**config.mk**
```make
export PLATFORM = sky130hd
export DESIGN_NAME = periodic_timer_slot_table
export DESIGN_NICKNAME = d
export VERILOG_FILES = /design/src/ptst_pkg.sv /design/src/ptst_ram.sv /design/src/periodic_timer_slot_table.sv
export VERILOG_INCLUDE_DIRS = /design/src /design/src/src
export SDC_FILE = /design/constraint.sdc
export NUM_CORES = 2
export LEC_CHECK = 0
export BUFFER_PORTS_ARGS = -buffer_cell sky130_fd_sc_hd__buf_2
export CORE_MARGIN = 8
export CORE_UTILIZATION = 35
export CTS_BUF_LIST = sky130_fd_sc_hd__clkbuf_4 sky130_fd_sc_hd__clkbuf_8
export DETAILED_ROUTE_END_ITERATION = 16
export GPL_TIMING_DRIVEN = 0
export SYNTH_ARGS = -nofsm -noshare
export SYNTH_HDL_FRONTEND = slang
export SYNTH_SLANG_ARGS = --single-unit
```
**constraint.sdc**
```tcl
create_clock -name clk -period 15.8 [get_ports clk]
set_clock_uncertainty 0.15 [all_clocks]
set_input_delay 2.37 -clock clk [delete_from_list [all_inputs] [get_ports clk]]
set_output_delay 2.37 -clock clk [all_outputs]
set_load 0.02 [all_outputs]
```
**src/periodic_timer_slot_table_assert.svh**
```systemverilog
// Assertion macros for the timer slot table.
`ifndef PERIODIC_TIMER_SLOT_TABLE_ASSERT_SVH
`define PERIODIC_TIMER_SLOT_TABLE_ASSERT_SVH
`ifndef ASSERT_OFF
`define PTST_ASSERT(lbl, clk, rst_n, prop, msg) \
  lbl: assert property (@(posedge clk) disable iff (!rst_n) prop) else $error(msg);
`define PTST_NEVER(lbl, clk, rst_n, expr, msg) \
  lbl: assert property (@(posedge clk) disable iff (!rst_n) !(expr)) else $error(msg);
`else
`define PTST_ASSERT(lbl, clk, rst_n, prop, msg)
`define PTST_NEVER(lbl, clk, rst_n, expr, msg)
`endif
`endif

```
**src/ptst_pkg.sv**
```systemverilog
// Types and constants shared by the timer slot table.
`timescale 1ns / 1ps
package ptst_pkg;
  localparam int SLOT_COUNT = 16;
  localparam int SLOT_W = $clog2(SLOT_COUNT);

  localparam logic [2:0] CMD_ALLOC_PER = 3'd0;
  localparam logic [2:0] CMD_ALLOC_ONE = 3'd1;
  localparam logic [2:0] CMD_STOP = 3'd2;
  localparam logic [2:0] CMD_FREE = 3'd3;
  localparam logic [2:0] CMD_TICK = 3'd4;
  localparam logic [2:0] CMD_STOP_ALL = 3'd5;
  localparam logic [2:0] CMD_CLEAR_ALL = 3'd6;

  localparam logic [2:0] MODE_START = 3'd0;
  localparam logic [2:0] MODE_RUN = 3'd1;
  localparam logic [2:0] MODE_ONESHOT = 3'd2;
  localparam logic [2:0] MODE_STOP = 3'd3;
  localparam logic [2:0] MODE_FREED = 3'd4;

  localparam logic [2:0] ST_OK = 3'd0;
  localparam logic [2:0] ST_BAD_ARGS = 3'd1;
  localparam logic [2:0] ST_HOLDING = 3'd2;
  localparam logic [2:0] ST_DUPLICATE = 3'd3;
  localparam logic [2:0] ST_FULL = 3'd4;

  localparam logic [1:0] KIND_RESP = 2'd0;
  localparam logic [1:0] KIND_FIRE = 2'd1;
  localparam logic [1:0] KIND_TICK_DONE = 2'd2;

  typedef struct packed {
    logic [31:0] callback;
    logic [31:0] argument;
    logic [2:0]  mode;
    logic        owned;
    logic [31:0] launch_time;
    logic [31:0] next_time;
    logic [23:0] period;
  } slot_entry_t;

  localparam int ENTRY_W = $bits(slot_entry_t);
endpackage

```
**src/ptst_ram.sv**
```systemverilog
// Generic single-write, single-read RAM with registered read data.
`timescale 1ns / 1ps
module ptst_ram #(
  parameter int WIDTH = 8,
  parameter int DEPTH = 16
) (
  input  logic                     clk,
  input  logic                     wr_en,
  input  logic [$clog2(DEPTH)-1:0] wr_addr,
  input  logic [WIDTH-1:0]         wr_data,
  input  logic                     rd_en,
  input  logic [$clog2(DEPTH)-1:0] rd_addr,
  output logic [WIDTH-1:0]         rd_data
);
  logic [WIDTH-1:0] mem_r [DEPTH];

  always_ff @(posedge clk) begin
    if (wr_en) begin
      mem_r[wr_addr] <= wr_data;
    end
    if (rd_en) begin
      rd_data <= mem_r[rd_addr];
    end
  end
endmodule

```
**src/periodic_timer_slot_table.sv**
```systemverilog
// Timer slot table: command decode, slot scan sequencer and result register.
// A request that needs no scan goes from S_IDLE to S_RESP and registers its
// response once the output is free. An allocation, stop all or tick visits the
// slots in turn through S_RD and S_EV, a tick waiting on a stalled fire; one slot
// RAM port pair, one read and at most one write per visited slot, sets the pace.
// One request is in work at a time. Reset empties every slot at once
// through per-slot occupancy flops and zeroes the tick counter.
`timescale 1ns / 1ps
`include "periodic_timer_slot_table_assert.svh"
module periodic_timer_slot_table (
  input  logic         clk,
  input  logic         rst_n,
  input  logic         in_tvalid,
  output logic         in_tready,
  // callback_id, arg, interval_ms, start_delay, has_handle, handle_valid, handle_slot
  input  logic [119:0] in_tdata,
  // cmd
  input  logic [2:0]   in_tuser,
  output logic         out_tvalid,
  input  logic         out_tready,
  // status, slot, slot_valid, handle_update, fire_callback, fire_arg, fire_mode
  output logic [79:0]  out_tdata,
  // kind
  output logic [1:0]   out_tuser,
  output logic         out_tlast
);
  localparam int SW = ptst_pkg::SLOT_W;
  localparam logic [SW-1:0] LAST_IDX = SW'(ptst_pkg::SLOT_COUNT - 1);

  typedef enum logic [1:0] {S_IDLE, S_RD, S_EV, S_RESP} state_t;

  state_t state_r, state_nxt;
  logic [ptst_pkg::SLOT_COUNT-1:0] occ_r, occ_nxt;
  logic [31:0] now_r, now_nxt;
  logic [SW-1:0] idx_r, idx_nxt;
  logic [2:0] cmd_r, cmd_nxt;
  logic [31:0] cb_r, cb_nxt, arg_r, arg_nxt;
  logic [23:0] ivl_r, ivl_nxt, dly_r, dly_nxt;
  logic has_r, has_nxt;
  logic [1:0] rs_kind_r, rs_kind_nxt;
  logic [2:0] rs_status_r, rs_status_nxt;
  logic [3:0] rs_slot_r, rs_slot_nxt;
  logic rs_valid_r, rs_valid_nxt, rs_upd_r, rs_upd_nxt;
  logic out_tvalid_r, out_tvalid_nxt, out_tlast_r, out_tlast_nxt;
  logic [79:0] out_tdata_r, out_tdata_nxt;
  logic [1:0] out_tuser_r, out_tuser_nxt;

  logic we;
  ptst_pkg::slot_entry_t wdata, rdata;
  logic [ptst_pkg::ENTRY_W-1:0] rdata_raw;
  logic out_free, accept;
  logic [2:0] i_cmd;
  logic [31:0] i_cb, i_arg;
  logic [23:0] i_ivl, i_dly;
  logic i_has, i_hval, i_hin;
  logic [3:0] i_hs;
  logic [31:0] nn;
  logic due, fire;

  ptst_ram #(.WIDTH(ptst_pkg::ENTRY_W), .DEPTH(ptst_pkg::SLOT_COUNT)) u_ram (
    .clk     (clk),
    .wr_en   (we),
    .wr_addr (idx_r),
    .wr_data (wdata),
    .rd_en   (state_r == S_RD),
    .rd_addr (idx_r),
    .rd_data (rdata_raw)
  );
  assign rdata = rdata_raw;

  assign in_tready = (state_r == S_IDLE);
  assign accept = in_tvalid && in_tready;
  assign out_free = !out_tvalid_r || out_tready;
  assign out_tvalid = out_tvalid_r;
  assign out_tdata = out_tdata_r;
  assign out_tuser = out_tuser_r;
  assign out_tlast = out_tlast_r;

  assign i_cmd = in_tuser;
  assign i_cb = in_tdata[31:0];
  assign i_arg = in_tdata[63:32];
  assign i_ivl = in_tdata[87:64];
  assign i_dly = in_tdata[111:88];
  assign i_has = in_tdata[112];
  assign i_hval = in_tdata[113];
  assign i_hs = in_tdata[117:114];
  assign i_hin = int'(i_hs) < ptst_pkg::SLOT_COUNT;

  assign nn = rdata.next_time + {8'd0, rdata.period};
  assign due = occ_r[idx_r] && (rdata.mode != ptst_pkg::MODE_FREED)
               && (rdata.launch_time <= now_r) && (rdata.next_time <= now_r);
  assign fire = !rdata.owned || (nn > now_r);

  always_comb begin
    state_nxt = state_r;
    occ_nxt = occ_r;
    now_nxt = now_r;
    idx_nxt = idx_r;
    cmd_nxt = cmd_r;
    cb_nxt = cb_r;
    arg_nxt = arg_r;
    ivl_nxt = ivl_r;
    dly_nxt = dly_r;
    has_nxt = has_r;
    rs_kind_nxt = rs_kind_r;
    rs_status_nxt = rs_status_r;
    rs_slot_nxt = rs_slot_r;
    rs_valid_nxt = rs_valid_r;
    rs_upd_nxt = rs_upd_r;
    out_tvalid_nxt = out_tvalid_r && !out_tready;
    out_tdata_nxt = out_tdata_r;
    out_tuser_nxt = out_tuser_r;
    out_tlast_nxt = out_tlast_r;
    we = 1'b0;
    wdata = rdata;
    unique case (state_r)
      S_IDLE: begin
        if (accept) begin
          cmd_nxt = i_cmd;
          cb_nxt = i_cb;
          arg_nxt = i_arg;
          ivl_nxt = i_ivl;
          dly_nxt = i_dly;
          has_nxt = i_has;
          rs_kind_nxt = ptst_pkg::KIND_RESP;
          rs_status_nxt = ptst_pkg::ST_OK;
          rs_slot_nxt = '0;
          rs_valid_nxt = 1'b0;
          rs_upd_nxt = 1'b0;
          state_nxt = S_RESP;
          priority case (i_cmd)
            ptst_pkg::CMD_ALLOC_PER, ptst_pkg::CMD_ALLOC_ONE: begin
              if (i_cb == '0 || (i_cmd == ptst_pkg::CMD_ALLOC_PER && i_ivl == '0)) begin
                rs_status_nxt = ptst_pkg::ST_BAD_ARGS;
              end else if (i_cmd == ptst_pkg::CMD_ALLOC_PER && i_has && i_hval && i_hin
                           && occ_r[SW'(i_hs)]) begin
                rs_status_nxt = ptst_pkg::ST_HOLDING;
              end else begin
                idx_nxt = SW'(1);
                state_nxt = S_RD;
              end
            end
            ptst_pkg::CMD_STOP, ptst_pkg::CMD_FREE: begin
              if (!i_has || !i_hval) begin
                rs_status_nxt = ptst_pkg::ST_BAD_ARGS;
              end else begin
                if (i_cmd == ptst_pkg::CMD_STOP) begin
                  rs_upd_nxt = 1'b1;
                end else begin
                  rs_slot_nxt = i_hs;
                  rs_valid_nxt = 1'b1;
                end
                if (i_hin && occ_r[SW'(i_hs)]) begin
                  idx_nxt = SW'(i_hs);
                  state_nxt = S_RD;
                end
              end
            end
            ptst_pkg::CMD_TICK: begin
              now_nxt = now_r + 32'd1;
              idx_nxt = SW'(1);
              state_nxt = S_RD;
            end
            ptst_pkg::CMD_STOP_ALL: begin
              idx_nxt = '0;
              state_nxt = S_RD;
            end
            ptst_pkg::CMD_CLEAR_ALL: begin
              occ_nxt = '0;
            end
            default: begin
              rs_status_nxt = ptst_pkg::ST_BAD_ARGS;
            end
          endcase
        end
      end
      S_RD: begin
        state_nxt = S_EV;
      end
      S_EV: begin
        priority case (cmd_r)
          ptst_pkg::CMD_ALLOC_PER, ptst_pkg::CMD_ALLOC_ONE: begin
            if (occ_r[idx_r] && rdata.callback == cb_r && rdata.argument == arg_r) begin
              rs_status_nxt = ptst_pkg::ST_DUPLICATE;
              rs_slot_nxt = 4'(idx_r);
              rs_valid_nxt = (cmd_r == ptst_pkg::CMD_ALLOC_ONE);
              state_nxt = S_RESP;
            end else if (!occ_r[idx_r]) begin
              we = 1'b1;
              wdata.callback = cb_r;
              wdata.argument = arg_r;
              wdata.mode = (cmd_r == ptst_pkg::CMD_ALLOC_PER) ? ptst_pkg::MODE_START
                                                              : ptst_pkg::MODE_ONESHOT;
              wdata.owned = (cmd_r == ptst_pkg::CMD_ALLOC_PER) && has_r;
              wdata.period = (cmd_r == ptst_pkg::CMD_ALLOC_PER) ? ivl_r : 24'd0;
              wdata.launch_time = now_r + {8'd0, dly_r};
              wdata.next_time = now_r + {8'd0, dly_r};
              occ_nxt[idx_r] = 1'b1;
              rs_slot_nxt = 4'(idx_r);
              rs_valid_nxt = 1'b1;
              rs_upd_nxt = (cmd_r == ptst_pkg::CMD_ALLOC_PER) && has_r;
              state_nxt = S_RESP;
            end else if (idx_r == LAST_IDX) begin
              rs_status_nxt = ptst_pkg::ST_FULL;
              rs_upd_nxt = (cmd_r == ptst_pkg::CMD_ALLOC_PER) && has_r;
              state_nxt = S_RESP;
            end else begin
              idx_nxt = idx_r + SW'(1);
              state_nxt = S_RD;
            end
          end
          ptst_pkg::CMD_STOP, ptst_pkg::CMD_FREE: begin
            we = 1'b1;
            wdata.mode = (cmd_r == ptst_pkg::CMD_STOP) ? ptst_pkg::MODE_STOP
                                                       : ptst_pkg::MODE_FREED;
            state_nxt = S_RESP;
          end
          ptst_pkg::CMD_TICK: begin
            if (!(due && fire && !out_free)) begin
              if (due) begin
                if (fire) begin
                  out_tvalid_nxt = 1'b1;
                  out_tuser_nxt = ptst_pkg::KIND_FIRE;
                  out_tlast_nxt = 1'b0;
                  out_tdata_nxt = {4'd0, rdata.mode, rdata.argument, rdata.callback,
                                   1'b0, 1'b1, 4'(idx_r), ptst_pkg::ST_OK};
                end
                wdata.next_time = nn;
                if (rdata.mode == ptst_pkg::MODE_START) begin
                  wdata.mode = ptst_pkg::MODE_RUN;
                end
                if (rdata.mode == ptst_pkg::MODE_ONESHOT || rdata.mode == ptst_pkg::MODE_STOP) begin
                  occ_nxt[idx_r] = 1'b0;
                end else begin
                  we = 1'b1;
                end
              end
              if (idx_r == LAST_IDX) begin
                rs_kind_nxt = ptst_pkg::KIND_TICK_DONE;
                state_nxt = S_RESP;
              end else begin
                idx_nxt = idx_r + SW'(1);
                state_nxt = S_RD;
              end
            end
          end
          default: begin
            if (occ_r[idx_r]) begin
              we = 1'b1;
              wdata.next_time = now_r;
              wdata.mode = ptst_pkg::MODE_STOP;
            end
            if (idx_r == LAST_IDX) begin
              state_nxt = S_RESP;
            end else begin
              idx_nxt = idx_r + SW'(1);
              state_nxt = S_RD;
            end
          end
        endcase
      end
      S_RESP: begin
        if (out_free) begin
          out_tvalid_nxt = 1'b1;
          out_tuser_nxt = rs_kind_r;
          out_tlast_nxt = 1'b1;
          out_tdata_nxt = {4'd0, 3'd0, 32'd0, 32'd0, rs_upd_r, rs_valid_r, rs_slot_r,
                           rs_status_r};
          state_nxt = S_IDLE;
        end
      end
      default: begin
        state_nxt = S_IDLE;
      end
    endcase
  end

  always_ff @(posedge clk) begin
    if (!rst_n) begin
      state_r <= S_IDLE;
      occ_r <= '0;
      now_r <= '0;
      out_tvalid_r <= 1'b0;
    end else begin
      state_r <= state_nxt;
      occ_r <= occ_nxt;
      now_r <= now_nxt;
      out_tvalid_r <= out_tvalid_nxt;
    end
    idx_r <= idx_nxt;
    cmd_r <= cmd_nxt;
    cb_r <= cb_nxt;
    arg_r <= arg_nxt;
    ivl_r <= ivl_nxt;
    dly_r <= dly_nxt;
    has_r <= has_nxt;
    rs_kind_r <= rs_kind_nxt;
    rs_status_r <= rs_status_nxt;
    rs_slot_r <= rs_slot_nxt;
    rs_valid_r <= rs_valid_nxt;
    rs_upd_r <= rs_upd_nxt;
    out_tdata_r <= out_tdata_nxt;
    out_tuser_r <= out_tuser_nxt;
    out_tlast_r <= out_tlast_nxt;
  end

  `PTST_NEVER(a_slot0_free, clk, rst_n, occ_r[0], "slot zero became occupied")
  `PTST_ASSERT(a_rd_to_ev, clk, rst_n, state_r == S_RD |=> state_r == S_EV, "read not evaluated")
  `PTST_ASSERT(a_clear_all, clk, rst_n, accept && in_tuser == ptst_pkg::CMD_CLEAR_ALL |=> occ_r == '0, "clear all left slots")
  `PTST_NEVER(a_write_idle, clk, rst_n, we && state_r != S_EV, "slot write outside evaluation")
endmodule
```
Word-level counts from Yosys, hierarchy flattened
Memory sizes are Yosys's and may differ from the RTL's. A register that Yosys moved wholly into a read port is not among the register bits. Index checks and enable logic that the tools add are counted. Widths: inputs -> output; s select.

Bitwise logic cells: 3. Multiplexer cells: 132. Reductions and logical operators: 50. $lt $le $gt $ge: 6. Add/sub/neg operators: 4. Equal/unequal tests: 46.

Operator list (count): $mux 156 (3); $mux 80 (5); $pmux 80 s2 (1); $mux 16 (7); $mux 32 (3); $pmux 32 s3 (1); $add 32x24->32 (2); $eq 32x32->1 (2); $le 32x32->1 (2); $mux 4 (16); $mux 64 (1); $pmux 16 s2 (2); $mux 24 (2); $ne 3x3->1 const B (16); $mux 2 (22); $mux 1 (38); $mux 33 (1); $add 32x1->32 const B (1); $gt 32x32->1 (1); $logic_not 32->1 (1); $mux 3 (10); $logic_not 24->1 (1); $eq 3x2->1 const B (6); $ne 2x2->1 const B (9); other kinds (40) (88).

Memories: 1. Register bits: 265. RAM bits: 2496. Bits of input ports: 127. Logic and storage cells: 261.

Memory list: u_ram.mem_r (words 16, bits a word 156, read ports 1, clocked after memory_dff 1, wr ports 1, RTL line ptst_ram.sv:15) `logic [WIDTH-1:0] mem_r [DEPTH];`.

Logic depth before layout (Yosys ltp)
Depth in word-level cells: 12. Depth in mapped cells: 23. Gate-level depth less buffers: 21.

By module
From an unflattened synthesis, not the netlist that was laid out.

Cell total of the unflattened synthesis: 6169. Area, all modules: 117138.6 um^2.

Modules (own cells, without submodules): ptst_ram (times used 1, sequential area each 79636.4 um^2, area an instance 98426.9 um^2, cells an instance 4086); periodic_timer_slot_table (times used 1, sequential area each 7297.0 um^2, area an instance 18711.7 um^2, cells an instance 2083).

Least setup slack after synthesis
No wires, ideal clock.

Kind: register to register. Start: reg u_ram.rd_data[24] (read register of u_ram.mem_r). End: mem u_ram.mem_r[11][0] in the netlist's numbering (enable). Clock period less this slack: 11.806 ns. Data required time: 14.976 ns. Cell stages (with the launch flop): 24. Path slack: 3.994 ns. Arrival time: 10.982 ns. Setup time: 0.674 ns. Cells stage by stage: edfxtp_1 -> ha_1 -> inv_1 -> fa_1 -> nor2b_1 -> o31ai_1 -> a21oi_1 -> a41oi_1 -> nor4b_1 -> nor3_1 -> mux2i_1 -> xor2_1 -> ha_1 -> and4_1 -> nor4bb_1 -> nand3_1 -> and2_1 -> o21ai_0 -> buf_2 -> nand3_2 -> o22ai_1 -> nand2_1 -> clkbuf_1 -> nor2_1.

Word-level cells in the longest chain between the ends: 10. Elaborated cells on any way between the ends: 13. Those cells by class: 1 x add/sub; 2 x order compare; 6 x mux; 4 x reduce/logical.

Ends and longest elaborated chain: start, declared (RTL line ptst_ram.sv:13) `output logic [WIDTH-1:0] rd_data`; $add 32x24->32 (RTL line periodic_timer_slot_table.sv:89) `assign nn = rdata.next_time + {8'd0, rdata.period};`; $gt 32x32->1 (RTL line periodic_timer_slot_table.sv:92) `assign fire = !rdata.owned || (nn > now_r);`; $logic_or 1x1->1 (RTL line periodic_timer_slot_table.sv:92); $logic_and 1x1->1 (2 in series) (RTL line periodic_timer_slot_table.sv:219) `if (!(due && fire && !out_free)) begin`; $mux 1 (*) (RTL line periodic_timer_slot_table.sv:219); $pmux 1 s3 (*) (RTL line periodic_timer_slot_table.sv:181) `priority case (cmd_r)`; $mux 1 (*) (RTL line periodic_timer_slot_table.sv:116) `unique case (state_r)`; $mux 1 (*) (RTL line ptst_ram.sv:18) `if (wr_en) begin`; $mux 1 (not written as such) (*) (RTL line ptst_ram.sv:19) `mem_r[wr_addr] <= wr_data;`; end, declared (RTL line ptst_ram.sv:15).

Every way passes the cells marked *; elsewhere a longest branch is shown, timed or not.

Final worst setup path
Start: reg u_ram.rd_data[0] (read register of u_ram.mem_r). End: mem u_ram.mem_r[3][71] in the netlist's numbering (enable).

Word-level cells in the longest chain between the ends: 10.

Ends and longest elaborated chain (RTL line): $add 32x24->32 (periodic_timer_slot_table.sv:89); $gt 32x32->1 (periodic_timer_slot_table.sv:92); $logic_or 1x1->1 (periodic_timer_slot_table.sv:92); $logic_and 1x1->1 (2 in series) (periodic_timer_slot_table.sv:219); $mux 1 (periodic_timer_slot_table.sv:219); $pmux 1 s3 (periodic_timer_slot_table.sv:181); $mux 1 (periodic_timer_slot_table.sv:116); $mux 1 (ptst_ram.sv:18); $mux 1 (not written as such) (ptst_ram.sv:19).

No other way between the ends.

==> impl_metrics.toml <==
[sta]
setup_viol = 0
slew_viol_final = 11
final_hold_viol_count = 0
fin_crit_sh = 0.607
setup_tns_ps = 0
rsz0062_at_grt = "false"
tightest_slew_ps = 1540
fin_crit_ps = 9580
slew_headroom = -0.0283
fmax_ghz = 0.104

[clock_network]
numCtsBuffers = 453
cts.clk_slew.worst_paths_ps = 60
clk_latency_ps = 1040
cts_max_level = 5
cts_tree = "built"
holdBufCountCts = 0
clock_path_buffers = 4
post_cts_buffers = 0
cts.sinks = 2912
ctsResizeCount = 0
cts-root-buf = "clkbuf_8"

[placement]
routabilityCongestion = 0.944
placed_area_um2 = 127000
io_buffer_count = 204
post-dp-hpwl_mm = 231
dpl.cell_count = 10400

[finish]
drive_gt1_frac = 0.284
regArea_um2 = 86900
multi_input_area_um2 = 28600
fin_area_um2 = 136000
n_fill_cell = 29400
nets = 6792
layout.cells.non_filler = 11300
fin_util = 0.407
areaGrowthSynthToFinish_pct = 16.2

[global_route]
grt_max_degree = 35
antenna_found_initial = 47
grt-ovfl-total = 0
first_global_vias = 63300
grt_pass1_wl_mm = 478
grt_usage = 0.190

[pwr]
power_frac_seq = 0.507
power.leakage_nw = 43.2
p_comb_frac = 0.155
p_int_w = 0.0133
p_per_area_nw_per_um2 = 134
peakVddDrop_v = 0.0000753
power.switching_w = 0.00487
switching_share = 0.268
p_clk_frac = 0.338

[yosys]
post_synth.cell_area_avg_um2 = 20.5
synth_cell_type_count = 82
seq_area_frac_synth = 0.746
synth-seq-cells = 2912
synth_area_um2 = 117000
ys.flop_type = "edfxtp_1"
synth_edf_count = 2861
async_flop_share = 0
yosys_warnings = 0
synth_cells = 5683

[route]
drc_errors = 0
first_iter_violations = 7476
firstDrtPassIters = 7
drt_wl_total_mm = 343
antenna_left = 0
vias = 62400
vias_per_cell = 5.53
wl_per_cell_um = 30.4

[critical_path]
cp_slowest_stage_delay_ps = 820
startpoint_type = "register"
crit_type = "register to register"
cp_data_arrival_time_ps = 10130
end_kind = "register"
reg2reg_to = "u_ram.mem_r[3][71]"
reg2reg_depth = 27
r2r_slack_ps = 6220
cp_max_fo = 20
setup.worst_path.end = "u_ram.mem_r[3][71]"
rr_startpoint = "u_ram.rd_data[0]"
cp_slowest_cell = "nor2_4"
critPathRequiredTime_ps = 16340
crit_start = "u_ram.rd_data[0]"

[floorplanning]
core_region_area_um2 = 333000
die_area_um2 = 352000
row_count = 212
die_w_um = 593
num_io_pins = 212
fp.dieH_um = 593
initial_core_util = 0.351

[run_status]
outcome = "complete, but fails checks"
failed_checks = "max-capacitance violations, max-slew violations"

[run]
max-cap-violations = 1

[min_path]
min_path_type = "register to register"
==> how the worst min path moves through the flow <==
stage	end	cells past startpoint	start	slack, ps
6_report	occ_r[12]	2	occ_r[12]	420
3_3_place_gp	occ_r[6]	2	occ_r[6]	390
4_1_cts	occ_r[12]	2	occ_r[12]	420
3_5_place_dp	occ_r[14]	2	occ_r[14]	410
2_1_floorplan	out_tdata[7]	1	rs_valid_r	330
5_1_grt	occ_r[12]	2	occ_r[12]	460
==> routing by layer <==
layer / global-route usage / wire, µm / vias up
met4: 0.0822 / 16300 / 20
met3: 0.0372 / 28900 / 668
li1: - / - / 25400
met2: 0.305 / 161000 / 3099
met1: 0.254 / 137000 / 33200
met5: 0 / 124 / -
==> cells by family (layout without fill, tap and decap cells) <==
family                     Yosys count  in the layout  synth area share
DFF                               2912           2912             0.746
and+or+nand+nor                    845            845            0.0343
muxes                              810            810             0.154
AOI/OAI and AO/OA                  490            490            0.0274
buffers and inverters              326           1525            0.0110
adders and majority gates          151            151            0.0163
xor gates and xnor gates           148            148            0.0111
other                                1             21         0.0000322
==> state kept, by name, indices dropped and copies added (netlist names) <==
name           count
cmd_r              3
rs_valid_r         1
out_tdata         76
u_ram.rd_data    156
occ_r             16
rs_kind_r          1
out_tlast          1
has_r              1
out_tuser          2
idx_r              4
u_ram.mem_r     2496
ivl_r             24
now_r             32
cb_r              32
out_tvalid         1
rs_slot_r          4
dly_r             24
rs_upd_r           1
state_r            2
rs_status_r        3
arg_r             32
==> per-stage QoR <==
step	hold WS [ps]	worst slack (ps)	power, W
finish	421	6220	0.0182
CTS	421	6340	0.0183
global route	457	6020	0.0188
detailed placement	408	6450	0.0122
global placement	392	-8440	0.0122
floorplan	327	3990	0.0111
==> cell usage after synthesis (all sizes together), types with 55 or more instances <==
library cell     n  area (µm²)
a21oi          147         736
nand2          398        1500
clkbuf         172         646
inv             67         251
mux4           789       17800
edfxtp        2861       85900
xnor2           93         815
o21ai          107         536
ha             149        1860
nor2           120         450
and2           103         644
xor2            55         482
buf             85         375
==> cell usage in the layout (no fill, tap or decap), types with 126 or more instances in the layout <==
| cell type | Yosys | final |
|---|---|---|
| ha_1 | 149 | 149 |
| buf_2 | 21 | 229 |
| clkbuf_1 | 172 | 155 |
| clkinv_1 | 2 | 138 |
| clkbuf_8 | 0 | 460 |
| buf_12 | 0 | 126 |
| clkbuf_4 | 0 | 131 |
| edfxtp_1 | 2861 | 2861 |
| a21oi_1 | 147 | 145 |
| mux4_2 | 789 | 789 |
| nand2_1 | 397 | 397 |
==> worst max-delay path: cells and delay by family, from the launching register on <==
kind / cells / cell delay, ps
DFF: 1 / 520
AOI/OAI and AO/OA: 5 / 1510
buffers and inverters: 7 / 2050
xor gates and xnor gates: 1 / 180
and+or+nand+nor: 10 / 3740
adders and majority gates: 3 / 830
muxes: 1 / 170
==> power groups by stage <==
stage	logic, W	registers (W)	clock network [W]
after floorplan	0.00176	0.00930	0
after global placement	0.00268	0.00947	0
after detailed placement	0.00281	0.00938	0
after CTS	0.00282	0.00922	0.00625
after global routing	0.00300	0.00923	0.00656
final	0.00281	0.00923	0.00615
==> cell type report <==
type,instances,share of cell area
antenna,17,0.000314
buffer,257,0.00773
clock buffer,591,0.0540
clock inverter,235,0.0101
inverter,69,0.00191
multi-input combinational,2448,0.211
sequential,2912,0.641
tap,4387,0.0405
timing repair buffer,373,0.0331
Note: power is estimated with default switching activity, not from simulation.
